$ cat config.mk
export PLATFORM = sky130hd
export DESIGN_NAME = threshold_pulse_timing_top
export DESIGN_NICKNAME = d
export VERILOG_FILES = /design/src/rtl/tpt_pkg.sv /design/src/rtl/tpt_tracker.sv /design/src/rtl/threshold_pulse_timing_top.sv
export SDC_FILE = /design/constraint.sdc
export NUM_CORES = 1
export LEC_CHECK = 0
export BUFFER_PORTS_ARGS = -buffer_cell sky130_fd_sc_hd__buf_2
export CAP_MARGIN = 25
export CORE_MARGIN = 4
export CORE_UTILIZATION = 40
export CTS_CLUSTER_DIAMETER = 150
export DETAILED_ROUTE_END_ITERATION = 10
export PLACE_DENSITY = 0.68
export SLEW_MARGIN = 20
export SYNTH_ARGS = -nofsm -noshare
export SYNTH_HDL_FRONTEND = slang
export SYNTH_SLANG_ARGS = --single-unit
$ cat constraint.sdc
create_clock -name clk -period 9 [get_ports clk]
set_input_delay 0.9 -clock clk [delete_from_list [all_inputs] [get_ports clk]]
set_output_delay 0.9 -clock clk [all_outputs]
set_load 0.02 [all_outputs]
$ cat src/rtl/tpt_pkg.sv
package tpt_pkg;

  localparam int SAMPLE_W        = 16;
  localparam int IDX_W           = 12;
  localparam int MAX_SAMPLES_DEF = 4096;
  localparam int OUT_DATA_W      = 64;

  localparam logic [SAMPLE_W-1:0] THRESHOLD_RESET = 16'd5;

  typedef struct packed {
    logic             too_long;
    logic [IDX_W-1:0] fall_time;
    logic [IDX_W-1:0] rise_time;
    logic [IDX_W-1:0] peak_index;
    logic [IDX_W-1:0] end_index;
    logic             end_found;
    logic [IDX_W-1:0] start_index;
    logic             start_found;
  } result_t;

endpackage

$ cat src/rtl/tpt_tracker.sv
module tpt_tracker
  import tpt_pkg::*;
#(
  parameter int MAX_SAMPLES = MAX_SAMPLES_DEF
) (
  input  logic                clk,
  input  logic                rst,
  input  logic                step,
  input  logic [SAMPLE_W-1:0] sample,
  input  logic                last,
  input  logic [SAMPLE_W-1:0] threshold,
  output result_t             result
);

  localparam int CNT_W = $clog2(MAX_SAMPLES + 1);

  typedef enum logic [1:0] {
    PH_WAIT,
    PH_INSIDE,
    PH_ENDED
  } phase_t;

  phase_t              phase, phase_next;
  logic [CNT_W-1:0]    sample_count;
  logic [SAMPLE_W-1:0] baseline, baseline_next;
  logic [IDX_W-1:0]    start_reg, start_next;
  logic [IDX_W-1:0]    end_reg, end_next;
  logic [IDX_W-1:0]    peak_reg, peak_next;
  logic [SAMPLE_W-1:0] peak_height, peak_height_next;
  logic [IDX_W-1:0]    whole_peak, whole_peak_next;
  logic [SAMPLE_W-1:0] whole_height, whole_height_next;
  logic                overflow_flag, overflow_next;
  logic                take;
  logic [IDX_W-1:0]    idx;
  logic [SAMPLE_W-1:0] dev;
  logic                below;
  logic                sf;
  logic                ef;
  logic [IDX_W-1:0]    pk;

  assign take  = sample_count < CNT_W'(MAX_SAMPLES);
  assign idx   = IDX_W'(sample_count);
  assign below = sample < threshold;

  always_comb begin
    baseline_next     = (sample_count == '0) ? sample : baseline;
    dev               = (sample >= baseline_next) ? (sample - baseline_next)
                                                  : (baseline_next - sample);
    phase_next        = phase;
    start_next        = start_reg;
    end_next          = end_reg;
    peak_next         = peak_reg;
    peak_height_next  = peak_height;
    whole_peak_next   = whole_peak;
    whole_height_next = whole_height;
    overflow_next     = overflow_flag | ~take;
    if (take) begin
      if (dev > whole_height) begin
        whole_height_next = dev;
        whole_peak_next   = idx;
      end
      unique case (phase)
        PH_WAIT: begin
          if (below) begin
            start_next       = idx;
            peak_next        = idx;
            peak_height_next = dev;
            phase_next       = PH_INSIDE;
          end
        end
        PH_INSIDE: begin
          if (!below) begin
            end_next   = idx;
            phase_next = PH_ENDED;
          end else if (dev > peak_height) begin
            peak_height_next = dev;
            peak_next        = idx;
          end
        end
        default: begin
        end
      endcase
    end else begin
      baseline_next = baseline;
    end
  end

  always_comb begin
    sf = phase_next != PH_WAIT;
    ef = phase_next == PH_ENDED;
    pk = sf ? peak_next : whole_peak_next;
    result.start_found = sf;
    result.start_index = sf ? start_next : '0;
    result.end_found   = ef;
    result.end_index   = ef ? end_next : '0;
    result.peak_index  = pk;
    result.rise_time   = sf ? (pk - start_next) : '0;
    result.fall_time   = ef ? (end_next - pk) : '0;
    result.too_long    = overflow_next;
  end

  always_ff @(posedge clk) begin
    if (rst || (step && last)) begin
      phase         <= PH_WAIT;
      sample_count  <= '0;
      baseline      <= '0;
      start_reg     <= '0;
      end_reg       <= '0;
      peak_reg      <= '0;
      peak_height   <= '0;
      whole_peak    <= '0;
      whole_height  <= '0;
      overflow_flag <= 1'b0;
    end else if (step) begin
      phase         <= phase_next;
      if (take) begin
        sample_count <= sample_count + 1'b1;
      end
      baseline      <= baseline_next;
      start_reg     <= start_next;
      end_reg       <= end_next;
      peak_reg      <= peak_next;
      peak_height   <= peak_height_next;
      whole_peak    <= whole_peak_next;
      whole_height  <= whole_height_next;
      overflow_flag <= overflow_next;
    end
  end

endmodule

$ cat src/rtl/threshold_pulse_timing_top.sv
// A waveform's result word is registered once its last sample leaves the input register.
// Throughput: one sample word per cycle; the only stall is a held result word blocking the
// next last sample from leaving the input register.
// Reset: synchronous, active high; clears all waveform state and the valid flags of the word
// registers and sets the threshold to 5. Configuration is accepted in every cycle.
module threshold_pulse_timing_top
  import tpt_pkg::*;
#(
  parameter int MAX_SAMPLES = MAX_SAMPLES_DEF
) (
  input  logic                  clk,
  input  logic                  rst,
  input  logic                  cfg_valid,
  output logic                  cfg_ready,
  input  logic [SAMPLE_W-1:0]   cfg_data,
  input  logic                  s_tvalid,
  output logic                  s_tready,
  // sample
  input  logic [SAMPLE_W-1:0]   s_tdata,
  input  logic                  s_tlast,
  output logic                  m_tvalid,
  input  logic                  m_tready,
  // start_found, start_index, end_found, end_index, peak_index, rise_time, fall_time,
  // too_long, zero fill
  output logic [OUT_DATA_W-1:0] m_tdata
);

  localparam int RES_W = $bits(result_t);

  logic [SAMPLE_W-1:0] threshold;
  logic                s1_valid;
  logic [SAMPLE_W-1:0] s1_sample;
  logic                s1_last;
  logic                advance;
  logic                out_valid;
  logic [RES_W-1:0]    out_data;
  result_t             result;

  assign cfg_ready = 1'b1;
  assign advance   = s1_valid && (!s1_last || !out_valid || m_tready);
  assign s_tready  = !s1_valid || advance;
  assign m_tvalid  = out_valid;
  assign m_tdata   = {{(OUT_DATA_W - RES_W){1'b0}}, out_data};

  always_ff @(posedge clk) begin
    if (rst) begin
      threshold <= THRESHOLD_RESET;
    end else if (cfg_valid) begin
      threshold <= cfg_data;
    end
  end

  always_ff @(posedge clk) begin
    if (rst) begin
      s1_valid <= 1'b0;
    end else if (s_tready) begin
      s1_valid <= s_tvalid;
    end
  end

  always_ff @(posedge clk) begin
    if (s_tvalid && s_tready) begin
      s1_sample <= s_tdata;
      s1_last   <= s_tlast;
    end
  end

  tpt_tracker #(
    .MAX_SAMPLES(MAX_SAMPLES)
  ) u_tracker (
    .clk      (clk),
    .rst      (rst),
    .step     (advance),
    .sample   (s1_sample),
    .last     (s1_last),
    .threshold(threshold),
    .result   (result)
  );

  always_ff @(posedge clk) begin
    if (rst) begin
      out_valid <= 1'b0;
    end else if (advance && s1_last) begin
      out_valid <= 1'b1;
    end else if (m_tready) begin
      out_valid <= 1'b0;
    end
  end

  always_ff @(posedge clk) begin
    if (advance && s1_last) begin
      out_data <= result;
    end
  end

endmodule
==> results of run 1 <==
-- Yosys cell counts (all sizes together) (3+ instances only) --
master	instances
a21o	14
and3	9
and4	3
inv	124
nand2	48
nand2b	7
o221ai	3
nor2	203
clkbuf	49
mux2i	90
o21a	6
nand3b	4
nor2b	15
or2	6
xnor2	19
nand4	12
fa	3
a211o	5
dfxtp	130
ha	101
a31oi	10
o21ai	55
o211ai	12
a21oi	79
a2111oi	3
o22a	11
buf	22
or3	7
mux2	4
and2	4
xor2	19
nor3	18
a211oi	41
nor4	5
edfxtp	80
o21bai	5
nand3	10
-- placed cells by master (no fill, tap or decap), drive strengths merged, types with 6 or more instances in the layout --
master and n:
xnor2 19, o21a 6, o22a 11, a21o 14
nand3 10, nand4 12, edfxtp 80, ha 101
nand2 48, clkbuf 38, inv 126, or3 7
o21ai 55, dfxtp 130, nor2b 15, a31oi 10
o211ai 12, nor2 203, xor2 19, mux2i 90
and3 9, or2 6, nor3 18, buf 141
a21oi 79, nand2b 7, a211oi 41
-- kinds of logic (layout without fill, tap and decap cells) --
logic type,Yosys count,after routing,synth area share [%]
xor+xnor,39,39,3.006
simple gates,354,354,13.88
buf+inv,195,309,6.720
flops,210,210,42.33
compound gates,264,264,14.80
other cells,2,2,0.06352
mux,94,94,8.001
fa+ha+maj,104,104,11.20
-- per-layer routing --
| metal | wire length [um] | part of all wire, % | track usage (%) | vias up |
|---|---|---|---|---|
| met1 | 13590 | 49 | 24.01 | 4235 |
| li1 | - | - | - | 4571 |
| met4 | 648 | 2.3 | 4.084 | 0 |
| met5 | 0 | 0 | 0 | - |
| met3 | 1262 | 4.5 | 2.142 | 45 |
| met2 | 12340 | 44 | 27.08 | 224 |
-- worst min-delay path by stage --
stage,endpoint,cells past startpoint,slack (ns),from
after floorplan,u_tracker.overflow_flag,2,0.43,u_tracker.overflow_flag
after global placement,u_tracker.overflow_flag,2,0.44,u_tracker.overflow_flag
after detailed placement,u_tracker.whole_height[1],2,0.45,u_tracker.whole_height[1]
after CTS,u_tracker.whole_height[1],2,0.46,u_tracker.whole_height[1]
after global routing,u_tracker.end_reg[11],2,0.48,u_tracker.end_reg[11]
final,u_tracker.whole_height[1],2,0.46,u_tracker.whole_height[1]
-- what timing repair did --
action,CTS,global route
endpoints found under the setup margin,0,7
setup buffers,0,5
hold buffers,0,0
resized for setup,0,13
-- worst reg2reg max path: cells and delay by family (launching register included) --
| family | cells | cell delay (ns) |
|---|---|---|
| AOI/OAI and AO/OA | 17 | 3.39 |
| xor gates and xnor gates | 1 | 0.16 |
| adders and majority gates | 4 | 1.34 |
| buffers and inverters | 4 | 0.54 |
| DFF | 1 | 0.43 |
| muxes | 1 | 0.39 |
| and+or+nand+nor | 8 | 1.89 |
-- report_power, final --
part	leakage (nW)	total, mW	internal [mW]	switching (mW)
Clock	0.407	1.00	0.612	0.390
Sequential	1.81	1.09	1.06	0.0242
Combinational	3.52	1.19	0.496	0.692
Total	5.74	3.28	2.17	1.11
-- area by class of cell --
cell class	count	area, um^2
multi-input cells	857	6102
clock inverters	6	65.06
well taps	384	480.5
fillers	2732	15240
flip-flops and latches	210	5006
inverters	124	465.4
repair buffers	141	815.8
clock buffers	38	762.0
-- per-stage QoR --
step                setup WS (ns)  instance area, um^2
floorplan                  0.7158                11820
global route              0.01802                13700
global placement           0.6000                12790
finish                     0.6192                13700
detailed placement         0.3397                12790
CTS                        0.2393                13620
==> results.sh, run 1 <==
export IMPL_max_freq_mhz=119.3
export IMPL_setup_viol_count_final=0
export IMPL_rsz0062_at_grt="no"
export IMPL_htreeDepth=1
export IMPL_synth_top_flop_cell="dfxtp_1"
export IMPL_cts_inserted_buffers=24
export IMPL_via_per_inst=5.156
export IMPL_avgSynthCellArea_um2=9.368
export IMPL_period_share_pct=93.12
export IMPL_ys_warn_count=0
export IMPL_synth_top_area_cell="dfxtp_1"
export IMPL_rrSetupSlack_ns=0.62
export IMPL_whs_ns=0.4612
export IMPL_grt_pass1_vias=8763
export IMPL_yosysTopAreaCellShare_pct=22.01
export IMPL_syn_cell_area_mm2=0.01182
export IMPL_die_y_um=179.9
export IMPL_endpoint_kind="flip-flop"
export IMPL_ioPinCount=105
export IMPL_power_density_mw_per_mm2=239.2
export IMPL_critPathCapture="out_data[60]"
export IMPL_cpPeakStageDelay_ns=0.43
export IMPL_power_mw=3.276
export IMPL_cp_arrival_ns=8.64
export IMPL_maxCapViolCount=0
export IMPL_tightest_slew_ns=0.8729
export IMPL_grt_max_degree=81
export IMPL_clock_skew_ns=0.01458
export IMPL_r2r_cells=35
export IMPL_cts_root_buf="clkbuf_16"
export IMPL_crit_cells=35
export IMPL_drc=0
export IMPL_status="finished clean"
export IMPL_grt_overflow=0
export IMPL_grt_pass1_wl_mm=45.87
export IMPL_nNetsFinal=1500
export IMPL_ys_top_cells_by_area="dfxtp_1 22%, edfxtp_1 20%, ha_1 11%"
export IMPL_syn_inst=1262
export IMPL_wl_mm=27.84
export IMPL_maxSlewViolCount=0
export IMPL_worst_setup_path_type="reg2reg"
export IMPL_drtIter0Drc=569
export IMPL_ant_nets=0
export IMPL_area_delta_synth_final_pct=15.85
export IMPL_leakagePower_nw=5.742
export IMPL_cp_top_family="compound AO/OA/AOI/OAI gates"
export IMPL_regMostFlops="out_data"
export IMPL_dr_pass1_iters=5
export IMPL_cts_tree="done"
export IMPL_routedWlPerCell_um=15.82
export IMPL_antenna_cells=0
export IMPL_cts_buffer_depth=3
export IMPL_hp_class="reg2reg"
export IMPL_largest_reg_flops=63
export IMPL_dp_hpwl_mm=20.55
export IMPL_required_ns=9.26
export IMPL_fp_row_count=62
export IMPL_seq_area_frac_synth_pct=42.33
export IMPL_fp_dieArea_mm2=0.03237
export IMPL_cpMaxStageDelayCell="dfxtp_1"
export IMPL_drive_gt1_share_pct=15.84
export IMPL_clk_pin_slew_ns=0.06
export IMPL_cp_start_kind="flip-flop"
export IMPL_finish_utilization_pct=47.34
export IMPL_finalCriticalPeriod_ns=8.381
export IMPL_hold_violations=0
export IMPL_cpMostUsedCell="a21oi_1"
export IMPL_worstReg2RegStart="u_tracker.sample_count[10]"
export IMPL_gp_congestion=0.9565
export IMPL_start_util_pct=40.86
export IMPL_tns_ns=0
export IMPL_core_area_mm2=0.02894
export IMPL_ir_drop_uv=152.7
export IMPL_worstPathMaxFanout=29
export IMPL_synth_cell_types=67
export IMPL_vias=9075
export IMPL_post_place_cells=1711
export IMPL_portBuffers=102
export IMPL_grt_util_all_layers_pct=16.77
export IMPL_insertion_delay_ns=0.52
export IMPL_cp_startpoint="u_tracker.sample_count[10]"
export IMPL_antenna_found_initial=0
export IMPL_synth_edf_count=80
export IMPL_clock_sinks=210
export IMPL_final_instance_count_excl_fill=1760
export IMPL_die_x_um=179.9
export IMPL_r2r_end="out_data[60]"
export IMPL_synth_fp_nets=1404
export IMPL_postSynth_asyncResetShare_pct=0
export IMPL_synth_seq_cells=210
export IMPL_crit_buf_inv=4
export IMPL_slew_headroom_pct=41.74
Power figures use the tool's default switching activity.
==> run 2, diff against run 1 <==
--- a/config.mk
+++ b/config.mk
@@ -5,13 +5,13 @@
 export SDC_FILE = /design/constraint.sdc
 export NUM_CORES = 1
 export LEC_CHECK = 0
-export BUFFER_PORTS_ARGS = -buffer_cell sky130_fd_sc_hd__buf_2
 export CAP_MARGIN = 25
 export CORE_MARGIN = 4
 export CORE_UTILIZATION = 40
 export CTS_CLUSTER_DIAMETER = 150
 export DETAILED_ROUTE_END_ITERATION = 10
-export PLACE_DENSITY = 0.68
+export DONT_BUFFER_PORTS = 1
+export PLACE_DENSITY_LB_ADDON = 0.08
 export SLEW_MARGIN = 20
 export SYNTH_ARGS = -nofsm -noshare
 export SYNTH_HDL_FRONTEND = slang
==> run 2 against run 1 <==
Net effect: clock power is essentially flat; clock skew grew 0.0016 ns; non-clock buffer count shrank 91; largest power group unchanged; register-to-register slack gained 0.03 ns; final cell count shrank 5.1%; die area is the same; worst setup slack gained 0.027 ns; final area shrank 3.3%; sequential share of layout area grew 1.2 points; routed wire length grew 2.5%.
==> results.sh, run 2 (synthesis gave the netlist of run 1 again) <==
export IMPL_hold_violations=0
export IMPL_maxCapViolCount=0
export IMPL_status="finished clean"
export IMPL_drtIter0Drc=497
export IMPL_dr_pass1_iters=7
export IMPL_regMostFlops="out_data"
export IMPL_hp_class="in2reg"
export IMPL_setup_viol_count_final=0
export IMPL_core_area_mm2=0.02894
export IMPL_whs_ns=0.4516
export IMPL_start_util_pct=40.86
export IMPL_tns_ns=0
export IMPL_power_frac_comb_pct=35.7
export IMPL_post_place_cells=1618
export IMPL_gp_congestion=0.8327
export IMPL_leakagePower_nw=5.378
export IMPL_power_density_mw_per_mm2=243.6
export IMPL_intPower_mw=2.108
export IMPL_die_y_um=179.9
export IMPL_endpoint_kind="flip-flop"
export IMPL_cts_buffer_depth=3
export IMPL_ctsHoldBuffers=0
export IMPL_clk_pin_slew_ns=0.06
export IMPL_clock_skew_ns=0.01622
export IMPL_antenna_found_initial=0
export IMPL_grt_pass1_vias=8128
export IMPL_htreeDepth=1
export IMPL_ant_nets=0
export IMPL_p_seq_share_pct=34.4
export IMPL_cts_tree="done"
export IMPL_worstPathMaxFanout=12
export IMPL_insertion_delay_ns=0.52
export IMPL_cp_top_family="compound AO/OA/AOI/OAI gates"
export IMPL_cts_root_buf="clkbuf_16"
export IMPL_area_delta_synth_final_pct=12.07
export IMPL_antenna_cells=0
export IMPL_ioPinCount=105
export IMPL_slew_headroom_pct=40.88
export IMPL_fp_row_count=62
export IMPL_wl_mm=28.55
export IMPL_maxSlewViolCount=0
export IMPL_cpPeakStageDelay_ns=0.39
export IMPL_final_cell_mix="201 x nor2_1, 130 x dfxtp_1, 123 x inv_1"
export IMPL_finish_utilization_pct=45.79
export IMPL_cp_arrival_ns=8.61
export IMPL_dp_hpwl_mm=20.59
export IMPL_clock_sinks=210
export IMPL_p_switching_mw=1.119
export IMPL_vias=8596
export IMPL_cp_start_kind="flip-flop"
export IMPL_grt_pass1_wl_mm=45.44
export IMPL_nNetsFinal=1411
export IMPL_via_per_inst=5.144
export IMPL_switching_share_pct=34.67
export IMPL_grt_overflow=0
export IMPL_grt_max_degree=81
export IMPL_nFillCells=2790
export IMPL_max_freq_mhz=119.7
export IMPL_period_share_pct=92.82
export IMPL_p_clk_share_pct=29.9
export IMPL_cts_inserted_buffers=25
export IMPL_crit_buf_inv=5
export IMPL_rsz0062_at_grt="yes"
export IMPL_required_ns=9.26
export IMPL_largest_reg_flops=63
export IMPL_fp_dieArea_mm2=0.03237
export IMPL_finalCriticalPeriod_ns=8.354
export IMPL_drive_gt1_share_pct=9.946
export IMPL_portBuffers=0
export IMPL_cpMostUsedCell="ha_1"
export IMPL_cpMaxStageDelayCell="fa_1"
export IMPL_worst_setup_path_type="reg2reg"
export IMPL_routedWlPerCell_um=17.08
export IMPL_grt_util_all_layers_pct=16.92
export IMPL_final_instance_count_excl_fill=1671
export IMPL_ir_drop_uv=125.2
export IMPL_die_x_um=179.9
export IMPL_tightest_slew_ns=0.8868
export IMPL_layout_commonest_cell="nor2_1"
export IMPL_drc=0
-- run 2: layer usage --
metal | vias to the layer above | GRT usage, % | part of all wire (%) | wire length [um]
li1 | 4410 | - | - | -
met1 | 3959 | 26.47 | 53 | 15130
met2 | 195 | 23.85 | 40 | 11350
met3 | 32 | 3.779 | 5.6 | 1603
met4 | 0 | 3.322 | 1.6 | 459
met5 | - | 0 | 0 | 0
-- run 2: final cells by class --
class	instances	area [um^2]	area share, %
clock buffers	30	644.4	4.864
inverters	124	465.4	3.513
clock inverters	15	128.9	0.9727
repair buffers	50	379.1	2.861
multi-input cells	858	6146	46.39
well taps	384	480.5	3.626
flip-flops and latches	210	5005	37.77
-- run 2: through the flow --
step,setup WS (ns),instance area (um^2),total power [mW]
3_3_place_gp,0.1106,12330,2.263
2_1_floorplan,0.7158,11820,1.972
6_report,0.6461,13250,3.227
3_5_place_dp,0.01183,12330,2.261
4_1_cts,0.08357,13110,3.250
5_1_grt,-0.07002,13250,3.466
-- run 2: power by group through the flow --
stage          sequential, mW  combinational [mW]  clock [mW]
3_5_place_dp             1.13                1.13           0
4_1_cts                  1.11                1.14       0.998
6_report                 1.11                1.15       0.965
2_1_floorplan            1.12               0.852           0
3_3_place_gp             1.13                1.13           0
5_1_grt                  1.12                1.31        1.04
-- run 2: worst paths after layout --
kind / startpoint / to / slack [ns] / depth (start not counted)
min: rst / m_tvalid / 0.45 / 1
max reg2reg: u_tracker.sample_count[0] / out_data[60] / 0.65 / 39
min reg2reg: u_tracker.overflow_flag / u_tracker.overflow_flag / 0.46 / 2
max: u_tracker.sample_count[0] / out_data[60] / 0.65 / 39
-- run 2: timing repair --
item	4_1_cts	5_1_grt
cloned	0	1
hold endpoints to repair	0	0
endpoints found under the setup margin	1	7
buffers inserted	0	6
pin swaps	0	3
gates resized for setup	1	19
==> run 3, diff against run 2 <==
--- a/config.mk
+++ b/config.mk
@@ -7,7 +7,7 @@
 export LEC_CHECK = 0
 export CAP_MARGIN = 25
 export CORE_MARGIN = 4
-export CORE_UTILIZATION = 40
+export CORE_UTILIZATION = 50
 export CTS_CLUSTER_DIAMETER = 150
 export DETAILED_ROUTE_END_ITERATION = 10
 export DONT_BUFFER_PORTS = 1
==> run 3 against run 2 <==
Net effect: first-iteration DRC count rose by 4.2%; critical path depth is 1 lower; clock skew down 0.0017 ns; global-route usage grew 3.8 points; final cell count down 4.6%; sequential power hardly changed; sequential cell count unchanged; worst setup slack better by 0.057 ns; largest cell class unchanged; largest power group unchanged.
==> results.sh, run 3 (synthesis gave the netlist of run 1 again) <==
export IMPL_status="finished clean"
export IMPL_largest_reg_flops=63
export IMPL_ant_nets=0
export IMPL_start_util_pct=50.67
export IMPL_ioPinCount=105
export IMPL_grt_max_degree=66
export IMPL_nNetsFinal=1399
export IMPL_clk_pin_slew_ns=0.06
export IMPL_rsz0062_at_grt="no"
export IMPL_endpoint_kind="flip-flop"
export IMPL_final_instance_count_excl_fill=1594
export IMPL_cp_arrival_ns=8.69
export IMPL_maxSlewViolCount=0
export IMPL_drive_gt1_share_pct=9.098
export IMPL_wl_mm=27.20
export IMPL_insertion_delay_ns=0.53
export IMPL_worst_setup_path_type="reg2reg"
export IMPL_die_x_um=161.8
export IMPL_routedWlPerCell_um=17.06
export IMPL_antenna_cells=0
export IMPL_met1_usage_pct=33.11
export IMPL_required_ns=9.39
export IMPL_post_place_cells=1546
export IMPL_leakagePower_nw=5.350
export IMPL_clock_sinks=210
export IMPL_grt_overflow=0
export IMPL_gr_usage_met3_pct=4.111
export IMPL_gp_congestion=0.8860
export IMPL_cts_tree="done"
export IMPL_grt_util_all_layers_pct=20.70
export IMPL_cts_inserted_buffers=24
export IMPL_worstPathMaxFanout=35
export IMPL_cts_buffer_depth=3
export IMPL_maxCapViolCount=0
export IMPL_clock_skew_ns=0.01456
export IMPL_max_freq_mhz=120.5
export IMPL_core_area_mm2=0.02333
export IMPL_fp_dieArea_mm2=0.02617
export IMPL_vias=8640
export IMPL_power_mw=3.257
export IMPL_hp_class="in2reg"
export IMPL_cpMostUsedCell="ha_1"
export IMPL_ir_drop_uv=166.7
export IMPL_busiest_layer="met1"
export IMPL_setup_viol_count_final=0
export IMPL_htreeDepth=1
export IMPL_tns_ns=0
export IMPL_tightest_slew_ns=0.9049
export IMPL_fp_row_count=56
export IMPL_hold_violations=0
export IMPL_area_delta_synth_final_pct=10.90
export IMPL_via_per_inst=5.420
export IMPL_finalCriticalPeriod_ns=8.297
export IMPL_regMostFlops="out_data"
export IMPL_cts_root_buf="clkbuf_16"
export IMPL_dpl_worst_slack_ns=0.3802
export IMPL_period_share_pct=92.19
export IMPL_grt_pass1_wl_mm=44.59
export IMPL_setup_ws_ns=0.7030
export IMPL_final_cell_mix="201 x nor2_1, 130 x dfxtp_1, 124 x inv_1"
export IMPL_layout_commonest_cell="nor2_1"
export IMPL_dr_pass1_iters=5
export IMPL_drc=0
export IMPL_cpMaxStageDelayCell="a2111oi_2"
export IMPL_antenna_found_initial=0
export IMPL_slew_headroom_pct=39.45
export IMPL_drtIter0Drc=518
export IMPL_gr_usage_met2_pct=28.75
export IMPL_grt_pass1_vias=8348
export IMPL_portBuffers=0
export IMPL_cpPeakStageDelay_ns=0.43
export IMPL_cp_start_kind="flip-flop"
export IMPL_dp_hpwl_mm=19.78
export IMPL_die_y_um=161.8
export IMPL_whs_ns=0.4422
export IMPL_power_density_mw_per_mm2=248.4
==> run 3: cell types whose count changed in the layout (fill, tap and decap cells not counted), sizes merged <==
| cell | previous run | this run |
|---|---|---|
| clkbuf | 30 | 36 |
| buf | 50 | 40 |
| inv | 125 | 124 |
| clkinvlp | 3 | 0 |
| nand3 | 11 | 10 |
| clkinv | 9 | 6 |
==> run 3: metal layers <==
metal,vias to the layer above,routed length [um]
met4,0,444
li1,4377,-
met3,33,1576
met2,204,10650
met5,-,0
met1,4026,14530
==> run 3: report_power, final <==
| group | internal, mW | switching, mW | total, mW |
|---|---|---|---|
| combinational | 0.481 | 0.676 | 1.16 |
| sequential | 1.06 | 0.0471 | 1.11 |
| clock | 0.599 | 0.390 | 0.990 |
==> run 3: stage by stage <==
step / area, um^2 / util (%)
floorplan: 11820 / -
global placement: 12210 / 52.34
detailed placement: 12210 / 52.34
CTS: 13020 / 55.82
global route: 13110 / 56.19
finish: 13110 / 56.19
==> run 3: path summary, 6_finish.rpt <==
path | slack (ns) | start | end | cells past startpoint
hold / removal | 0.44 | rst | s1_valid | 1
setup / recovery | 0.70 | u_tracker.sample_count[0] | out_data[49] | 38
setup reg to reg | 0.70 | u_tracker.sample_count[0] | out_data[49] | 38
hold reg to reg | 0.46 | u_tracker.whole_height[1] | u_tracker.whole_height[1] | 2
==> run 3: final cells by class <==
class / instances / area (um^2)
timing repair buffer: 40 / 316.6
clock inverter: 8 / 105.1
sequential: 210 / 5005
fill: 2155 / 10220
tap: 319 / 399.1
clock buffer: 36 / 705.7
multi-input combinational: 857 / 6115
inverter: 124 / 465.4
==> run 3: critical path, delay by kind of cell (launching register included) <==
kind / cells / cell delay (ns)
AO/OA/AOI/OAI: 17 / 3.40
XOR/XNOR: 1 / 0.23
adder cells (fa/ha/maj): 4 / 1.12
buffers and inverters: 6 / 0.78
flip-flops: 1 / 0.31
multiplexers: 1 / 0.38
AND/OR/NAND/NOR: 9 / 1.87
==> run 3: what timing repair did <==
item / CTS / global route
hold buffers: 0 / 0
resized for setup: 0 / 13
endpoints found under the setup margin: 0 / 7
buffers inserted: 0 / 3
